===== src/swamm_pkg.sv =====
// Shared types, constants and width helpers for the sliding window average/min/max block.
package swamm_pkg;

  // Window depth is kept a power of two so the mean is a plain shift.
  localparam int WIN_LOG2    = 4;
  localparam int WINDOW      = 1 << WIN_LOG2;
  localparam int SAMPLE_BITS = 32;
  localparam int IN_W        = 32;
  localparam int OUT_W       = 32;
  localparam int IDX_W       = (WIN_LOG2 > 0) ? WIN_LOG2 : 1;
  localparam int SUM_W       = SAMPLE_BITS + WIN_LOG2;
  localparam int INX_W       = (IN_W > SAMPLE_BITS) ? IN_W : SAMPLE_BITS;
  localparam int OUTX_W      = (OUT_W > SAMPLE_BITS) ? OUT_W : SAMPLE_BITS;

  typedef logic [SAMPLE_BITS-1:0] sample_t;
  typedef logic [IDX_W-1:0]       idx_t;
  typedef logic [SUM_W-1:0]       sum_t;
  typedef logic [IN_W-1:0]        in_word_t;
  typedef logic [OUT_W-1:0]       out_word_t;

  // Control from the sequencer to the scan unit.
  typedef struct packed {
    logic start;  // clear accumulators for a new item
    logic vld;    // a ring entry is on the read port
  } scan_ctl_t;

  function automatic sample_t to_sample(in_word_t v);
    logic [INX_W-1:0] t;
    t = INX_W'(v);
    return t[SAMPLE_BITS-1:0];
  endfunction

  function automatic out_word_t to_out(sample_t v);
    logic [OUTX_W-1:0] t;
    t = OUTX_W'(v);
    return t[OUT_W-1:0];
  endfunction

endpackage


===== src/sliding_window_avg_min_max.sv =====
// Top level: sliding window mean/min/max over a ring of duration samples.
// A result shows on out_valid once the scan, drain and finish states after the accept have run
// and the output register is free. One ring entry is read and folded per cycle, and in_ready
// comes back the cycle after the result is loaded, so a new item waits until the last retires.
// in_ready stays low while an item is in flight and while a finished result cannot yet retire.
// Reset (rst_n low, synchronous) clears control state and starts a clearing sweep that
// zeroes the ring; in_ready stays low after reset is released until the sweep is done.
module sliding_window_avg_min_max
  import swamm_pkg::*;
(
  input  logic      clk,
  input  logic      rst_n,
  input  logic      in_valid,
  output logic      in_ready,
  input  in_word_t  in_sample,
  output logic      out_valid,
  input  logic      out_ready,
  output out_word_t out_mean,
  output out_word_t out_window_min,
  output out_word_t out_window_max
);

  // Sequencer states
  localparam logic [1:0] S_IDLE  = 2'd0;  // waiting for an item
  localparam logic [1:0] S_SCAN  = 2'd1;  // issuing one ring read per cycle
  localparam logic [1:0] S_DRAIN = 2'd2;  // last read data folds into the unit
  localparam logic [1:0] S_FIN   = 2'd3;  // hand the result to the output register

  logic [1:0] state_r, state_nxt;
  idx_t       scan_cnt_r, scan_cnt_nxt;
  idx_t       wr_slot_r, wr_slot_nxt;
  logic       out_valid_r, out_valid_nxt;
  out_word_t  out_mean_r, out_min_r, out_max_r;

  logic       in_acc;
  logic       clr_busy;
  logic       rd_en;
  sample_t    rd_data;
  logic       rd_vld;
  scan_ctl_t  scan_ctl;
  sample_t    res_mean, res_min, res_max;
  logic       load_out;

  assign in_ready = (state_r == S_IDLE) && !clr_busy;
  assign in_acc   = in_valid && in_ready;

  // The new sample lands in the ring at the accept edge, so the scan
  // that starts the next cycle already sees it.
  swamm_ring u_ring (
    .clk      (clk),
    .rst_n    (rst_n),
    .wr_en    (in_acc),
    .wr_addr  (wr_slot_r),
    .wr_data  (to_sample(in_sample)),
    .rd_en    (rd_en),
    .rd_addr  (scan_cnt_r),
    .rd_data  (rd_data),
    .rd_vld   (rd_vld),
    .clr_busy (clr_busy)
  );

  assign rd_en          = (state_r == S_SCAN);
  assign scan_ctl.start = in_acc;
  assign scan_ctl.vld   = rd_vld;

  swamm_scan u_scan (
    .clk     (clk),
    .ctl     (scan_ctl),
    .data    (rd_data),
    .mean    (res_mean),
    .win_min (res_min),
    .win_max (res_max)
  );

  // Result retires into the output register only once the previous one is gone.
  assign load_out = (state_r == S_FIN) && (!out_valid_r || out_ready);

  always_comb begin
    state_nxt     = state_r;
    scan_cnt_nxt  = scan_cnt_r;
    wr_slot_nxt   = wr_slot_r;
    out_valid_nxt = out_valid_r;
    if (out_valid_r && out_ready) out_valid_nxt = 1'b0;
    unique case (state_r)
      S_IDLE: begin
        if (in_acc) begin
          state_nxt    = S_SCAN;
          scan_cnt_nxt = '0;
          if (wr_slot_r == IDX_W'(WINDOW - 1)) wr_slot_nxt = '0;
          else                                 wr_slot_nxt = wr_slot_r + 1'b1;
        end
      end
      S_SCAN: begin
        if (scan_cnt_r == IDX_W'(WINDOW - 1)) begin
          state_nxt = S_DRAIN;
        end else begin
          scan_cnt_nxt = scan_cnt_r + 1'b1;
        end
      end
      S_DRAIN: begin
        state_nxt = S_FIN;
      end
      S_FIN: begin
        if (load_out) begin
          state_nxt     = S_IDLE;
          out_valid_nxt = 1'b1;
        end
      end
      default: begin
        state_nxt = S_IDLE;
      end
    endcase
  end

  always_ff @(posedge clk) begin
    if (!rst_n) begin
      state_r     <= S_IDLE;
      scan_cnt_r  <= '0;
      wr_slot_r   <= '0;
      out_valid_r <= 1'b0;
    end else begin
      state_r     <= state_nxt;
      scan_cnt_r  <= scan_cnt_nxt;
      wr_slot_r   <= wr_slot_nxt;
      out_valid_r <= out_valid_nxt;
    end
  end

  always_ff @(posedge clk) begin
    if (load_out) begin
      out_mean_r <= to_out(res_mean);
      out_min_r  <= to_out(res_min);
      out_max_r  <= to_out(res_max);
    end
  end

  assign out_valid      = out_valid_r;
  assign out_mean       = out_mean_r;
  assign out_window_min = out_min_r;
  assign out_window_max = out_max_r;

endmodule


===== src/swamm_ring.sv =====
// Sample ring memory with registered read port and post-reset clearing sweep.
module swamm_ring
  import swamm_pkg::*;
(
  input  logic    clk,
  input  logic    rst_n,
  input  logic    wr_en,
  input  idx_t    wr_addr,
  input  sample_t wr_data,
  input  logic    rd_en,
  input  idx_t    rd_addr,
  output sample_t rd_data,
  output logic    rd_vld,
  output logic    clr_busy
);

  sample_t mem [WINDOW];
  sample_t rd_data_r;
  logic    rd_vld_r;
  logic    clr_busy_r, clr_busy_nxt;
  idx_t    clr_idx_r, clr_idx_nxt;

  logic    we;
  idx_t    wa;
  sample_t wd;

  // Clearing sweep owns the write port right after reset.
  assign we = clr_busy_r | wr_en;
  assign wa = clr_busy_r ? clr_idx_r : wr_addr;
  assign wd = clr_busy_r ? '0 : wr_data;

  always_comb begin
    clr_idx_nxt  = clr_idx_r;
    clr_busy_nxt = clr_busy_r;
    if (clr_busy_r) begin
      if (clr_idx_r == IDX_W'(WINDOW - 1)) begin
        clr_busy_nxt = 1'b0;
        clr_idx_nxt  = '0;
      end else begin
        clr_idx_nxt = clr_idx_r + 1'b1;
      end
    end
  end

  always_ff @(posedge clk) begin
    if (!rst_n) begin
      clr_busy_r <= 1'b1;
      clr_idx_r  <= '0;
      rd_vld_r   <= 1'b0;
    end else begin
      clr_busy_r <= clr_busy_nxt;
      clr_idx_r  <= clr_idx_nxt;
      rd_vld_r   <= rd_en;
    end
  end

  always_ff @(posedge clk) begin
    if (we) begin
      mem[wa] <= wd;
    end
  end

  always_ff @(posedge clk) begin
    if (rd_en) begin
      rd_data_r <= mem[rd_addr];
    end
  end

  assign rd_data  = rd_data_r;
  assign rd_vld   = rd_vld_r;
  assign clr_busy = clr_busy_r;

endmodule


===== src/swamm_scan.sv =====
// Shared accumulate/compare unit: running sum, minimum and maximum over the ring.
module swamm_scan
  import swamm_pkg::*;
(
  input  logic      clk,
  input  scan_ctl_t ctl,
  input  sample_t   data,
  output sample_t   mean,
  output sample_t   win_min,
  output sample_t   win_max
);

  sum_t    sum_r, sum_nxt;
  sample_t min_r, min_nxt;
  sample_t max_r, max_nxt;
  sum_t    mean_full;

  always_comb begin
    sum_nxt = sum_r;
    min_nxt = min_r;
    max_nxt = max_r;
    if (ctl.start) begin
      sum_nxt = '0;
      min_nxt = '1;
      max_nxt = '0;
    end else if (ctl.vld) begin
      sum_nxt = sum_r + SUM_W'(data);
      if (data < min_r) min_nxt = data;
      if (data > max_r) max_nxt = data;
    end
  end

  always_ff @(posedge clk) begin
    sum_r <= sum_nxt;
    min_r <= min_nxt;
    max_r <= max_nxt;
  end

  // Exact floor of sum / WINDOW; always fits a sample.
  assign mean_full = sum_r >> WIN_LOG2;
  assign mean      = mean_full[SAMPLE_BITS-1:0];
  assign win_min   = min_r;
  assign win_max   = max_r;

endmodule


===== config.mk =====
export PLATFORM = sky130hd
export DESIGN_NAME = sliding_window_avg_min_max
export DESIGN_NICKNAME = d
export VERILOG_FILES = /design/src/swamm_pkg.sv /design/src/sliding_window_avg_min_max.sv /design/src/swamm_ring.sv /design/src/swamm_scan.sv
export SDC_FILE = /design/constraint.sdc
export NUM_CORES = 1
export LEC_CHECK = 0
export ABC_CLOCK_PERIOD_IN_PS = 3110
export BUFFER_PORTS_ARGS = -buffer_cell sky130_fd_sc_hd__buf_2
export CAP_MARGIN = 20
export CORE_MARGIN = 4
export CORE_UTILIZATION = 55
export DETAILED_ROUTE_END_ITERATION = 8
export PLACE_DENSITY_LB_ADDON = 0.05
export SETUP_SLACK_MARGIN = 0.02
export SLEW_MARGIN = 10
export SYNTH_ARGS = -nofsm -noshare
export SYNTH_HDL_FRONTEND = slang
export SYNTH_HIERARCHICAL = 1
export SYNTH_SLANG_ARGS = --single-unit

===== constraint.sdc =====
create_clock -name clk -period 3.11 [get_ports clk]
set_input_delay 0.311 -clock clk [delete_from_list [all_inputs] [get_ports clk]]
set_output_delay 0.311 -clock clk [all_outputs]
set_load 0.03 [all_outputs]

# Word-level counts from Yosys, hierarchy flattened
# Memories as Yosys holds them, arrays and structs flattened. A register that Yosys moved wholly into a read port is not among the register bits.
# Cells that the tools add are included.
# totals
ram_bits,512
word_cells,63
in_bits,36
mem_count,1
ff_bits,213
# classes
n_bitwise,1
reduce_logical,14
n_mux,18
n_addsub,4
n_lt_le_gt_ge,2
n_eq_ne,10
# mem_list
name,depth,width,rd,rd_ports_with_merged_regs,write_ports,line_no,text
u_ring.mem,16,32,1,1,1,swamm_ring.sv:17,sample_t mem [WINDOW];
# op_table
operator,count
36-bit by 32-bit adder with 36-bit output,1
32-bit greater-than comparator,1
32-bit less-than comparator,1
32-bit two-way mux,1
4-bit two-way mux,5
"4-bit by 1-bit adder with 4-bit output, second input constant",3
"4-bit equality test, second input constant",3
2-bit one-hot mux with 4 select lines,1
4-bit one-hot mux with 2 select lines,1
1-bit two-way mux,7
2-bit two-way mux,3
"2-bit inequality test, second input constant",3
2-bit AND reduction,3
3-bit AND reduction,2
"2-bit equality test, second input constant",2
1-bit logical AND,4
"2-bit by 1-bit equality test with 1-bit output, second input constant",1
1-bit zero test,2
2-bit zero test,1
"2-bit by 1-bit inequality test with 1-bit output, second input constant",1
2-bit nonzero test,1
1-bit logical OR,1
1-bit OR,1

# Longest topological paths before layout
# depth
word_depth,6
mapped_depth,12
depth_no_buf,10

# Cells and area by module
# Netlist, hierarchy kept.
# by_module_without_submodules
mod,cells_each,instances,area_per_inst_um2
swamm_ring,913,1,20684.8
swamm_scan,859,1,7048.0
sliding_window_avg_min_max,173,1,3560.9

# Worst setup path after synthesis
# OpenSTA, ideal clock, no wires.
# synth_timing
kind,flip-flop to flip-flop
startpoint,register state_r[0]
endpoint,"register out_mean_r[0], in the netlist out_mean[0], enable pin"
setup_time_ns,0.465
t_arrival_ns,2.800
stages_incl_launch_ff,3
setup_slack_ns,-0.156
path_buffers,0
t_required_ns,2.645
period_less_slack_ns,3.266
cell_sequence,dfxtp_1 > ha_1 > and2_1
# synth_between
elab_chain_cells,2
# synth_lines
item,line_no,text
start: declaration,sliding_window_avg_min_max.sv:29,"logic [1:0] state_r, state_nxt;"
start signal: assignment,sliding_window_avg_min_max.sv:122,state_r <= state_nxt;
2-bit equality test,sliding_window_avg_min_max.sv:76,assign load_out = (state_r == S_FIN) && (!out_valid_r || out_ready);
1-bit logical AND,sliding_window_avg_min_max.sv:76,
named net load_out,sliding_window_avg_min_max.sv:42,logic load_out;
end signal: assignment,sliding_window_avg_min_max.sv:131,out_mean_r <= to_out(res_mean);
end: declaration,sliding_window_avg_min_max.sv:33,"out_word_t out_mean_r, out_min_r, out_max_r;"
# The timed path passes the listed nets, and every way through them passes these cells.
# A chain may end at the register's enable or synchronous reset.

# Worst setup path after layout
# layout_timing
startpoint,"register u_ring.rd_data_r[19], in the netlist u_ring/rd_data[19] (read register of u_ring.mem)"
endpoint,register u_scan.sum_r[30]
# layout_between
elab_chain_cells,1
# layout_lines
item,line_no,text
start: declaration,swamm_ring.sv:18,sample_t rd_data_r;
36-bit by 32-bit adder with 36-bit output,swamm_scan.sv:27,sum_nxt = sum_r + SUM_W'(data);
end signal: assignment,swamm_scan.sv:34,sum_r <= sum_nxt;
end: declaration,swamm_scan.sv:13,"sum_t sum_r, sum_nxt;"
# Every way passes these cells.

==> results.ini <==
[status]
status = completed

[finish]
layoutNonFillerInstCount = 2959
drive_gt1_frac = 0.2306
diodes = 0
syn2layout_area_growth_pct = 15.02
fin_util = 0.6384
fin_nets = 2282
fin_area_um2 = 35990

[detailed_routing]
avgRoutedWirePerCell_um = 23.94
antenna_left = 0
remaining_drc_errors = 0
drtIter0Drc = 1344
vias_per_cell = 5.881
vias = 17400
first_pass_iters = 5
wl_um = 70850

[grt]
grt_pass1_wl_um = 106900
antenna_found_initial = 6
grt.total_usage = 0.2356
grt_pass1_vias = 17410
grt_start_max_net_pins = 65
grt.overflow.total = 0

[setup_path]
critPathBufInv = 1
cpLargestDelayFamily = compound AO/OA/AOI/OAI gates
slowest_delay_ps = 480
cp.required_ps = 3640
crit_slowest_cell = a2111oi_1
crit_type = flop to flop
worstPathArrival_ps = 3510
critPathCaptureType = flop
startpoint_type = flop
crit_chain = ha_1 > a21oi_1 > o21ai_0 > a2111oi_1 > buf_4 > a211o_1 > a31oi_1 > o211a_1 > nor4_1
path_max_fanout = 7

[place]
io_buffers = 133
finalWeightedCongestion = 0.9421
placed_area_um2 = 33400
hpwlAfterDp_um = 43270
dp_cells = 2807

[clock_tree]
ctsHtreeMaxLevel = 3
cts_sinks = 757
cts_buffers = 80
clk_path_buf_depth = 3
cts_root_buf = clkbuf_16
worstSkewPairLatency_ps = 630
clk_pin_slew_worst_paths_ps = 60
cts_tree = yes

[timing]
final.setup_skew_ps = 18.32
slew_viol_final = 0
fin_hold_ws_ps = 81.55
tns_ps = 0
rsz0062_at_grt = false
finalSetupViolations = 0
hold_viol = 0
slew_headroom = 0.3115
fmax_mhz = 335.7
period_needed_ps = 2979
tightest_slew_ps = 1031
finalCritPeriodShare = 0.9577

[pwr]
ir_drop_v = 0.0005392
p_sw_mw = 4.420
switching_share = 0.2104
pwr-share-comb = 0.038
power.internal_mw = 16.58
seq_power_share = 0.533
power_density_nw_per_um2 = 583.5
p_clk_frac = 0.429
leakage_nw = 12.66

[yosys]
synth_area_leader_cell = edfxtp_1
ys_warn_count = 6
syn-num-nets = 2086
ys_seq_area_frac = 0.6890
synthArstFlopShare = 0
synth_edf_count = 640
synthFlopType = edfxtp_1
syn_inst = 1945
synth.area.top_cells = edfxtp_1 61%, mux4_2 9.2%, dfxtp_1 7.5%
netlist.area_leader.share = 0.6141
netlist_area_um2 = 31290
ys_ff_latch = 757
ys_types = 74
synth_area_per_cell_um2 = 16.09

[floorplan]
die_area_um2 = 60780
dieWidth_um = 246.5
die_height_um = 246.5
initial_utilization = 0.5550
core_um2 = 56390
rows = 87
pin_count = 134

[min_path]
holdCritPathClass = input pin to flop

[flow_run]
drv_cap = 0

## final cells by class
class / count / area [um^2]
Clock buffer: 102 / 2105
Clock inverter: 42 / 367.9
Fill cell: 4107 / 20390
Inverter: 85 / 319.1
Multi-Input combinational cell: 987 / 8985
Sequential cell: 757 / 21570
Tap cell: 756 / 945.9
Timing Repair Buffer: 230 / 1702
## cell usage in the layout, fill, tap and decap left out, drive strengths merged, types with 5 or more instances in the layout
cell type	Yosys	final
buf	66	228
nand2	118	118
o21ai	40	40
nand2b	5	5
nor2b	48	48
a211o	5	5
a22oi	66	66
xnor2	18	18
a21oi	72	72
nand3	25	25
a211oi	15	15
mux2i	50	50
nand4	13	13
nor2	100	100
a31oi	10	10
clkinv	1	29
edfxtp	640	640
dfxtp	117	117
o22ai	6	6
nor3	11	11
xor2	8	8
ha	104	104
or3	9	9
and2	11	11
mux4	128	128
o211ai	37	37
clkbuf	50	103
a21o	27	27
inv	84	90
## stage by stage
stage          setup WS, ps  power [mW]
6_report              131.5       21.00
2_1_floorplan         79.65       11.89
5_1_grt               22.12       21.74
4_1_cts               30.60       21.21
3_5_place_dp          43.95       12.20
3_3_place_gp          140.5       12.18
## registers in the layout (all words and copies together) (netlist names)
signal / count
out_window_min: 32
u_ring/rd_data: 32
u_scan/win_max: 32
wr_slot_r: 4
u_ring/rd_vld: 1
u_ring/clr_busy: 1
u_scan/win_min: 32
u_ring/clr_idx_r: 4
out_valid: 1
state_r: 2
u_ring/mem: 512
out_mean: 32
scan_cnt_r: 4
u_scan/sum_r: 36
out_window_max: 32
## kinds of logic (layout without fill, tap and decap cells)
logic type | Yosys count | in the layout | share of synthesized area
AOI/OAI and AO/OA | 315 | 315 | 0.06753
xor gates and xnor gates | 26 | 26 | 0.007277
adders and majority gates | 105 | 105 | 0.04222
buffers and inverters | 201 | 459 | 0.03039
DFF | 757 | 757 | 0.6890
muxes | 180 | 180 | 0.1088
and+or+nand+nor | 361 | 361 | 0.05478
## layer usage
layer,GRT usage,up-vias,part of all wire
li1,-,7948,-
met1,0.3260,8831,0.42
met2,0.3890,492,0.49
met3,0.04060,128,0.056
met4,0.07025,2,0.027
met5,0,-,0.00014
## worst reg2reg max path: stages (launching register included)
cell       delay, ps
edfxtp_1         470
ha_1             440
a21oi_1          270
o21ai_0          200
a2111oi_1        480
buf_4            190
a211o_1          250
a31oi_1          140
o211a_1          230
nor4_1           200
## synth_stat cells (8+ instances only)
master	number
clkbuf_1	50
buf_4	41
o21ai_0	27
nand4_1	13
o211ai_1	37
a21oi_1	72
nor2_1	100
and2_1	10
mux2i_1	50
buf_1	11
mux4_2	128
or3_1	9
xor2_1	8
nand2_1	118
a31oi_1	10
inv_1	83
nand3_1	24
dfxtp_1	117
a22oi_1	66
nor2b_1	48
a211oi_1	15
xnor2_1	18
a21o_1	27
buf_2	10
o21ai_1	13
ha_1	104
edfxtp_1	640
nor3_1	11
## power by group through the flow
| stage | clock network (mW) | registers, mW | logic [mW] |
|---|---|---|---|
| 5_1_grt | 9.66 | 11.2 | 0.868 |
| 3_5_place_dp | 0 | 11.4 | 0.789 |
| 2_1_floorplan | 0 | 11.4 | 0.511 |
| 3_3_place_gp | 0 | 11.4 | 0.781 |
| 4_1_cts | 9.21 | 11.2 | 0.793 |
| 6_report | 9.01 | 11.2 | 0.794 |
## worst paths after layout
path / from / slack [ps] / depth (start not counted) / to
min: in_valid / 80 / 4 / wr_slot_r[2]
max: u_ring/rd_data[19] / 130 / 9 / u_scan/sum_r[30]
min reg2reg: u_scan/win_min[5] / 430 / 0 / out_window_min[5]
max reg2reg: u_ring/rd_data[19] / 130 / 9 / u_scan/sum_r[30]
## what timing repair did
action,4_1_cts,5_1_grt
hold buffers,1,0
buffers inserted,1,5
gates resized for setup,0,9
cloned,0,1
setup endpoints to repair,1,36
pin swaps,0,3
endpoints found under the hold margin,1,0
(Power assumes the default switching activity.)
